File: src/rtl/core/ccp_pkg.sv
// Shared types, constants and helpers for the ChaCha20-Poly1305 AEAD block.
// Used by ccp_chacha, ccp_mac and chacha20_poly1305_aead; depends on nothing.
`default_nettype none
package ccp_pkg;

    localparam logic [31:0] SIGMA0 = 32'h61707865;
    localparam logic [31:0] SIGMA1 = 32'h3320646e;
    localparam logic [31:0] SIGMA2 = 32'h79622d32;
    localparam logic [31:0] SIGMA3 = 32'h6b206574;

    localparam logic [129:0] POLY_P = {2'b11, {31{4'hf}}, 4'hb};
    localparam logic [63:0] R_CLAMP_LO = 64'h0FFFFFFC0FFFFFFF;
    localparam logic [63:0] R_CLAMP_HI = 64'h0FFFFFFC0FFFFFFC;

    localparam logic [1:0] ACT_AD     = 2'd0;
    localparam logic [1:0] ACT_TEXT   = 2'd1;
    localparam logic [1:0] ACT_FINISH = 2'd2;
    localparam logic [1:0] ACT_NONE   = 2'd3;

    localparam logic [2:0] REG_KEY0   = 3'd0;
    localparam logic [2:0] REG_KEY1   = 3'd1;
    localparam logic [2:0] REG_KEY2   = 3'd2;
    localparam logic [2:0] REG_KEY3   = 3'd3;
    localparam logic [2:0] REG_NONCEL = 3'd4;
    localparam logic [2:0] REG_NONCEH = 3'd5;
    localparam logic [2:0] REG_DEC    = 3'd6;

    typedef enum logic [1:0] {PH_IDLE, PH_AD, PH_TEXT} phase_t;

    typedef enum logic [3:0] {
        ST_IDLE, ST_KS_GO, ST_KS_WAIT, ST_DISP, ST_XOR,
        ST_ABS_GO, ST_ABS_WAIT, ST_TAG, ST_EMIT
    } top_state_t;

    typedef enum logic [1:0] {CC_IDLE, CC_RUN, CC_DONE} cc_state_t;

    typedef enum logic [1:0] {MAC_IDLE, MAC_ADD, MAC_MUL, MAC_DONE} mac_state_t;

    function automatic logic [127:0] byte_mask16(input logic [4:0] n);
        logic [127:0] m;
        m = '0;
        for (int i = 0; i < 16; i++) begin
            m[8*i +: 8] = (5'(i) < n) ? 8'hFF : 8'h00;
        end
        return m;
    endfunction

    function automatic logic [31:0] rotl32(input logic [31:0] x, input logic [4:0] s);
        logic [63:0] d;
        d = {x, x} << s;
        return d[63:32];
    endfunction

endpackage
`default_nettype wire

File: src/rtl/core/ccp_mac.sv
// Poly1305 accumulator: adds a block modulo p, then multiplies by r one bit per cycle.
// Depends on ccp_pkg; the accumulator is always held fully reduced below p.
`default_nettype none
module ccp_mac
    import ccp_pkg::*;
(
    input  wire logic         aclk,
    input  wire logic         aresetn,
    input  wire logic         clear,
    input  wire logic [127:0] r_in,
    input  wire logic         start,
    input  wire logic [128:0] m_in,
    output logic              done,
    output logic [129:0]      acc
);

    mac_state_t     state_reg, state_next;
    logic [129:0]   acc_reg;
    logic [129:0]   x_reg;
    logic [127:0]   r_reg;
    logic [6:0]     cnt_reg;
    logic [130:0]   sum;
    logic [129:0]   x_sel;
    logic [131:0]   t;
    logic [129:0]   t_sel;

    assign sum = {1'b0, acc_reg} + {2'b0, m_in};
    assign x_sel = (sum >= {1'b0, POLY_P}) ? 130'(sum - {1'b0, POLY_P}) : sum[129:0];

    always_comb begin
        t = {1'b0, acc_reg, 1'b0} + (r_reg[cnt_reg] ? {2'b0, x_reg} : 132'd0);
        if (t >= {1'b0, POLY_P, 1'b0}) begin
            t_sel = 130'(t - {1'b0, POLY_P, 1'b0});
        end else if (t >= {2'b0, POLY_P}) begin
            t_sel = 130'(t - {2'b0, POLY_P});
        end else begin
            t_sel = t[129:0];
        end
    end

    always_comb begin
        state_next = state_reg;
        case (state_reg)
            MAC_IDLE: if (start) state_next = MAC_ADD;
            MAC_ADD:  state_next = MAC_MUL;
            MAC_MUL:  if (cnt_reg == 7'd0) state_next = MAC_DONE;
            MAC_DONE: state_next = MAC_IDLE;
            default:  state_next = MAC_IDLE;
        endcase
    end

    always_comb begin
        done = (state_reg == MAC_DONE);
        acc  = acc_reg;
    end

    always_ff @(posedge aclk) begin
        if (!aresetn) begin
            state_reg <= MAC_IDLE;
            acc_reg   <= '0;
            cnt_reg   <= '0;
        end else begin
            state_reg <= state_next;
            if (clear) begin
                acc_reg <= '0;
            end else if (state_reg == MAC_ADD) begin
                acc_reg <= '0;
                cnt_reg <= 7'd127;
            end else if (state_reg == MAC_MUL) begin
                acc_reg <= t_sel;
                cnt_reg <= cnt_reg - 7'd1;
            end
        end
    end

    always_ff @(posedge aclk) begin
        if (clear) r_reg <= r_in;
        if (state_reg == MAC_ADD) x_reg <= x_sel;
    end

    a_acc_reduced: assert property (@(posedge aclk) disable iff (!aresetn)
        acc_reg < POLY_P)
        else $error("Poly1305 accumulator left the reduced range.");

    a_x_reduced: assert property (@(posedge aclk) disable iff (!aresetn)
        (state_reg == MAC_MUL) |-> (x_reg < POLY_P))
        else $error("Multiplicand is not reduced during the multiply.");

    a_mul_from_top: assert property (@(posedge aclk) disable iff (!aresetn)
        (state_reg == MAC_ADD) |=> (state_reg == MAC_MUL && cnt_reg == 7'd127))
        else $error("Multiply did not start from the top bit of r.");

endmodule
`default_nettype wire

File: config.mk
export PLATFORM = sky130hd
export DESIGN_NAME = ccp_mac
export DESIGN_NICKNAME = d
export VERILOG_FILES = /design/src/rtl/core/ccp_pkg.sv /design/src/rtl/core/ccp_mac.sv
export SDC_FILE = /design/constraint.sdc
export NUM_CORES = 2
export LEC_CHECK = 0
export BUFFER_PORTS_ARGS = -buffer_cell sky130_fd_sc_hd__buf_4
export CORE_UTILIZATION = 40
export DETAILED_ROUTE_END_ITERATION = 16
export GPL_ROUTABILITY_DRIVEN = 0
export GPL_TIMING_DRIVEN = 0
export HOLD_SLACK_MARGIN = 0.1
export PLACE_DENSITY_LB_ADDON = 0.15
export RECOVER_POWER = 25
export SYNTH_ARGS = -nofsm -noshare
export SYNTH_HDL_FRONTEND = slang
export SYNTH_SLANG_ARGS = --single-unit
File: constraint.sdc
create_clock -name aclk -period 13.45 [get_ports aclk]
set_clock_uncertainty 0.05 [all_clocks]
set_input_delay 1.345 -clock aclk [delete_from_list [all_inputs] [get_ports aclk]]
set_output_delay 1.345 -clock aclk [all_outputs]
set_load 0.005 [all_outputs]
Yosys cells after proc, flatten, opt, wreduce, memory -nomap -nowiden
Cells that the tools add are included.

Bits in read-only memories: 0. Latch bits: 0. Memories: 0. Register bits after elaboration: 397. Memory bits (writable): 0. Bits of input ports: 261.

Multipliers: 0. Shift operators: 0. Bitwise operators: 2. Order comparisons: 4. Mux-type cells: 11. Equality and inequality tests: 5. Add/sub/neg operators: 6. Reduce and logical (&&, ||, !) cells: 6. Divide/modulo/power cells: 0.

Operators by type and width (number): two-way mux 130 bit (4); subtractor 130 bit (second input constant) (3); adder 131 x 130 -> 132 bit (1); greater-or-equal comparator 132 x 130 -> 1 bit (second input constant) (1); greater-or-equal comparator 132 x 131 -> 1 bit (second input constant) (1); adder 130 x 129 -> 131 bit (1); greater-or-equal comparator 131 x 130 -> 1 bit (second input constant) (1); two-way mux 7 bit (2); < comparator 7 x 8 -> 1 bit (second input constant) (1); one-hot mux 2 bit (4 select lines) (1); binary-select mux 1 bit (select 7 bit) (1); logical NOT 7 bit (1); subtractor 7 x 1 -> 7 bit (second input constant) (1); == test 2 bit (second input constant) (2); two-way mux 2 bit (2); != test 2 bit (second input constant) (2); AND reduction 2 bit (2); OR reduction 3 bit (1); == test 2 x 1 -> 1 bit (second input constant) (1); logical NOT 2 bit (1); NOT 1 bit (2); nonzero test 2 bit (1); two-way mux 1 bit (1).

Longest topological paths before layout
Word-level depth: 7. Gate-level depth with buffers: 31. Depth with buffers taken out: 23.

Worst setup path before layout
No wires, ideal clock.

Kind: register to register. From: reg cnt_reg[0]. To: reg acc_reg[27] (netlist: acc[27]). Arrival: 8460 ps. Required time: 13268 ps. Cell stages (with the launch flop): 29. Setup time: 132 ps. Path slack: 4808 ps. Path through: dfxtp_1 clkbuf_1 buf_1 mux4_2 mux4_2 mux4_2 mux2i_1 clkbuf_1 clkbuf_1 nor2b_1 ha_1 buf_2 a21oi_1 o21ai_0 a221oi_1 a21boi_0 a211oi_1 a21boi_0 o21bai_1 xor2_1 or4_4 or4_4 a2111oi_4 nor2_2 mux2_4 buf_2 nor4_1 xor2_1 a21oi_1.

Longest elaborated chain between the ends: 7. Elaborated cells on any way between the ends: 10. Classes of those cells: add/sub: 3; order compare: 2; mux: 5.

RTL lines: from (decl) (RTL line ccp_mac.sv:21) `logic [6:0] cnt_reg;`; from (signal assigned) (RTL line ccp_mac.sv:71) `cnt_reg <= cnt_reg - 7'd1;`; binary-select mux 1 bit (select 7 bit) * (RTL line ccp_mac.sv:31) `t = {1'b0, acc_reg, 1'b0} + (r_reg[cnt_reg] ? {2'b0, x_reg} : 132'd0);`; two-way mux 1 bit (implied by the code) * (RTL line ccp_mac.sv:31); two-way mux 130 bit * (RTL line ccp_mac.sv:31); adder 131 x 130 -> 132 bit * (RTL line ccp_mac.sv:31); subtractor 130 bit / greater-or-equal comparator 132 x 130 -> 1 bit (equally long branches) (RTL line ccp_mac.sv:35, ccp_mac.sv:34); two-way mux 130 bit (RTL line ccp_mac.sv:34) `end else if (t >= {2'b0, POLY_P}) begin`; two-way mux 130 bit * (RTL line ccp_mac.sv:32) `if (t >= {1'b0, POLY_P, 1'b0}) begin`; to (signal assigned) (RTL line ccp_mac.sv:70) `acc_reg <= t_sel;`; to (decl) (RTL line ccp_mac.sv:18) `logic [129:0] acc_reg;`.

Every way passes the cells marked *; elsewhere a longest branch is shown, timed or not. The select of a mux whose other input is x is not followed. A chain may end at the register's enable or synchronous reset.

Final worst setup path
From: reg cnt_reg[0]. To: reg acc_reg[95] (netlist: acc[95]).

The elaborated chain is that of the path after synthesis.

==> impl_metrics.csv <==
group,metric,value,unit
run_status,status,"finished, violations left",
run_status,violations,"max-capacitance violations, max-slew violations",
final_layout,area.growth.synth_to_final,14.2,%
drt,avgRoutedWirePerCell,28.1,um
clocking,root_buffer,"clkbuf_16",
clocking,total_of_cells_resized_after_clock_tree_synthesis,0,
critical_path,worst_ep_required_time,13860,ps
clocking,post-cts-setup-buffer-count,0,
floorplanning,die_h,335,um
critical_path,setup_cp_type,"reg2reg",
final_layout,layout.nets,6711,
synth,synth-edff-count,258,
grt,grt_overflow,0,
grt,grt_pass1_wl,305,mm
floorplanning,rows,121,
synth,synth-warning-count,0,
drt,first_pass_iters,8,
placement,dp.final_hpwl,183,mm
clocking,tritoncts_num_sinks,397,
critical_path,rr_worst_depth,26,
placement,pre_cts_ws,121,ps
worst_hold_path,min-delay-start,"acc[6]",
floorplanning,core_area,109000,um^2
critical_path,ff_to_ff_start,"cnt_reg[0]",
timing,finalHoldViolations,0,
critical_path,crit_path_start_kind,"register",
clocking,clk_pin_slew,60,ps
clocking,cts_tree,"done",
synth,asyncSetResetFlopFracSynth,0,%
critical_path,r2r_setup_slack,80,ps
grt,number_of_antenna_violations_at_the_first_check_in_global_routing,3,
grt,grt_start_max_net_pins,95,
timing,drv_slew,112,
critical_path,cp_max_stage_cell,"nor4_1",
critical_path,crit_top_cell,"clkbuf_1",
timing,finalWorstPathRequiredPeriod,13370,ps
power,power.density,168,nW/um^2
timing,layout_worst_path_cycle_share,99.4,%
drt,routed_wl,216,mm
critical_path,worstSetupEndpointType,"register",
synth,synthTopCellsByArea,"edfxtp_1 17%, ha_1 7.6%, dfxtp_1 6.3%",
clocking,cts_hold_buf,0,
drt,vias_per_cell,6.59,
synth,cell_type_with_the_largest_total_area_after_synthesis,"edfxtp_1",
synth,syn-num-nets,6271,
clocking,htree_num_levels,2,
timing,hold-worst-slack,509,ps
synth,postSynthAreaPerCell,7.72,um^2
critical_path,crit_path_max_incr_delay,1320,ps
synth,dominantRegCellSynth,"edfxtp_1",
worst_hold_path,hold_path_depth,2,
power,vdd_ir_drop_max,0.127,mV
timing,max-slew-margin-rel,-140,%
timing,tightest_pin_transition,3600,ps
placement,port_buffers,391,
clocking,tritoncts.num_buffers,42,
timing,max_freq,0.0748,GHz
clocking,clkLatencyLatePin,620,ps
timing,grt_setup_unrepaired,"no",
synth,post_synth_inst_count,5739,
critical_path,worst_ep_arrival_time,13780,ps
grt,grt_pass1_vias,45900,
synth,synthDominantCellAreaShare,17.5,%
synth,mappedNetlistArea,44300,um^2
synth,postSynthRegisterBits,397,
power,cellLeakagePower,18.4,nW
critical_path,reg2reg_to,"acc[95]",
drt,detail_route.drc_violations,0,
synth,ys_seq_area_share,23.8,%
synth,ys_types,110,
final_layout,final_layout_size_suffix_gt1_share,11.8,%
timing,final.setup.tns,0,ps
critical_path,cp_max_fo,10,
final_layout,final_core_utilization,46.3,%
grt,track_usage,36.8,%
floorplanning,design.portCount,392,
drt,detail_route.iter0.violations,7916,
floorplanning,die_width,335,um
drt,drtAntennaViolNets,0,
clocking,ctsLongestPathBuffers,3,
floorplanning,dieArea,112000,um^2
worst_hold_path,min_delay_worst_endpoint,"acc[6]",
run,cap_violations,4,
timing,post-route-worst-setup-slack,83.6,ps
drt,route.vias.total,50700,
timing,setup_viol,0,
floorplanning,initial_core_utilization,40.5,%
worst_hold_path,worstHoldPathType,"reg2reg",
[per-layer routing]
layer | track usage (%) | share of wire (%) | up-vias
met5 | 0 | 0 | -
met4 | 19.5 | 6.4 | 0
li1 | - | - | 22700
met3 | 8.10 | 13 | 641
met1 | 49.5 | 39 | 23700
met2 | 54.9 | 41 | 3640
[placed cells by master (no fill, tap or decap), types with 36 or more instances in the layout]
master     count
a211oi_1      52
a21o_1       127
a21oi_1      555
and2_1        61
and3_1        56
and4_1        49
buf_2         72
buf_4        263
clkbuf_1     223
clkbuf_16     44
clkbuf_4     128
dfxtp_1      139
edfxtp_1     258
ha_1         269
inv_1         97
mux4_2        42
nand2_1      608
nand3_1      171
nand4_1      265
nor2_1       481
nor2b_1      157
nor3_1       194
nor4_1       112
o211ai_1      50
o21a_1        43
o21ai_0      434
o21ai_1       36
o21bai_1      49
o31ai_1       48
or3_1         54
xnor2_1      257
xor2_1       148
[Yosys cell counts (all sizes together) (139+ instances only)]
library cell,n
a21oi,562
clkbuf,214
dfxtp,139
edfxtp,258
ha,269
nand2,610
nand3,172
nand4,267
nor2,483
nor2b,157
nor3,196
nor4,142
o21ai,473
xnor2,257
xor2,148
[metrics by stage]
step | instances | total power (W) | instance area (um^2)
2_1_floorplan | 5739 | 0.00510 | 44300
6_report | 7691 | 0.00851 | 50600
3_5_place_dp | 7611 | 0.00698 | 49200
3_3_place_gp | 7606 | 0.00696 | 49100
5_1_grt | 7689 | 0.00883 | 50600
4_1_cts | 7689 | 0.00820 | 50600
[critical path, delay by kind of cell (launching register included)]
family	cells	cell delay (ps)
muxes	5	2730
and+or+nand+nor	9	4120
xor gates and xnor gates	2	830
DFF	1	310
buffers and inverters	6	3280
adders and majority gates	1	420
AOI/OAI and AO/OA	3	1430
[power by group]
| group | switching (W) | internal, W |
|---|---|---|
| Combinational | 0.00391 | 0.00165 |
| Sequential | 0.000175 | 0.00157 |
| Clock | 0.000529 | 0.000665 |
| Total | 0.00462 | 0.00389 |
[how the worst max path moves through the flow]
stage	slack (ps)	startpoint	endpoint
after floorplan	4810	cnt_reg[0]	acc[27]
after global routing	100	cnt_reg[0]	acc[95]
after CTS	60	cnt_reg[0]	acc[80]
after detailed placement	120	cnt_reg[0]	acc[80]
after global placement	140	cnt_reg[0]	acc[80]
final	80	cnt_reg[0]	acc[95]
[logic make-up (layout without fill, tap and decap cells)]
family | count (synthesis) | after routing | share of synthesized area [%]
buffers and inverters | 392 | 866 | 3.59
muxes | 85 | 85 | 3.14
AOI/OAI and AO/OA | 1728 | 1728 | 24.6
and+or+nand+nor | 2461 | 2461 | 29.2
other | 0 | 2 | 0
DFF | 397 | 397 | 23.8
xor gates and xnor gates | 405 | 405 | 8.00
adders and majority gates | 271 | 271 | 7.68
[layout make-up]
type,count,area (um^2)
multi-input cells,4950,32200
clock buffers,59,1230
fillers,11200,58700
plain buffers,295,1240
diodes,2,5.00
inverters,97,364
repair buffers,396,3000
well taps,1476,1850
clock inverters,19,181
flip-flops and latches,397,10500
Power figures use the tool's default switching activity.
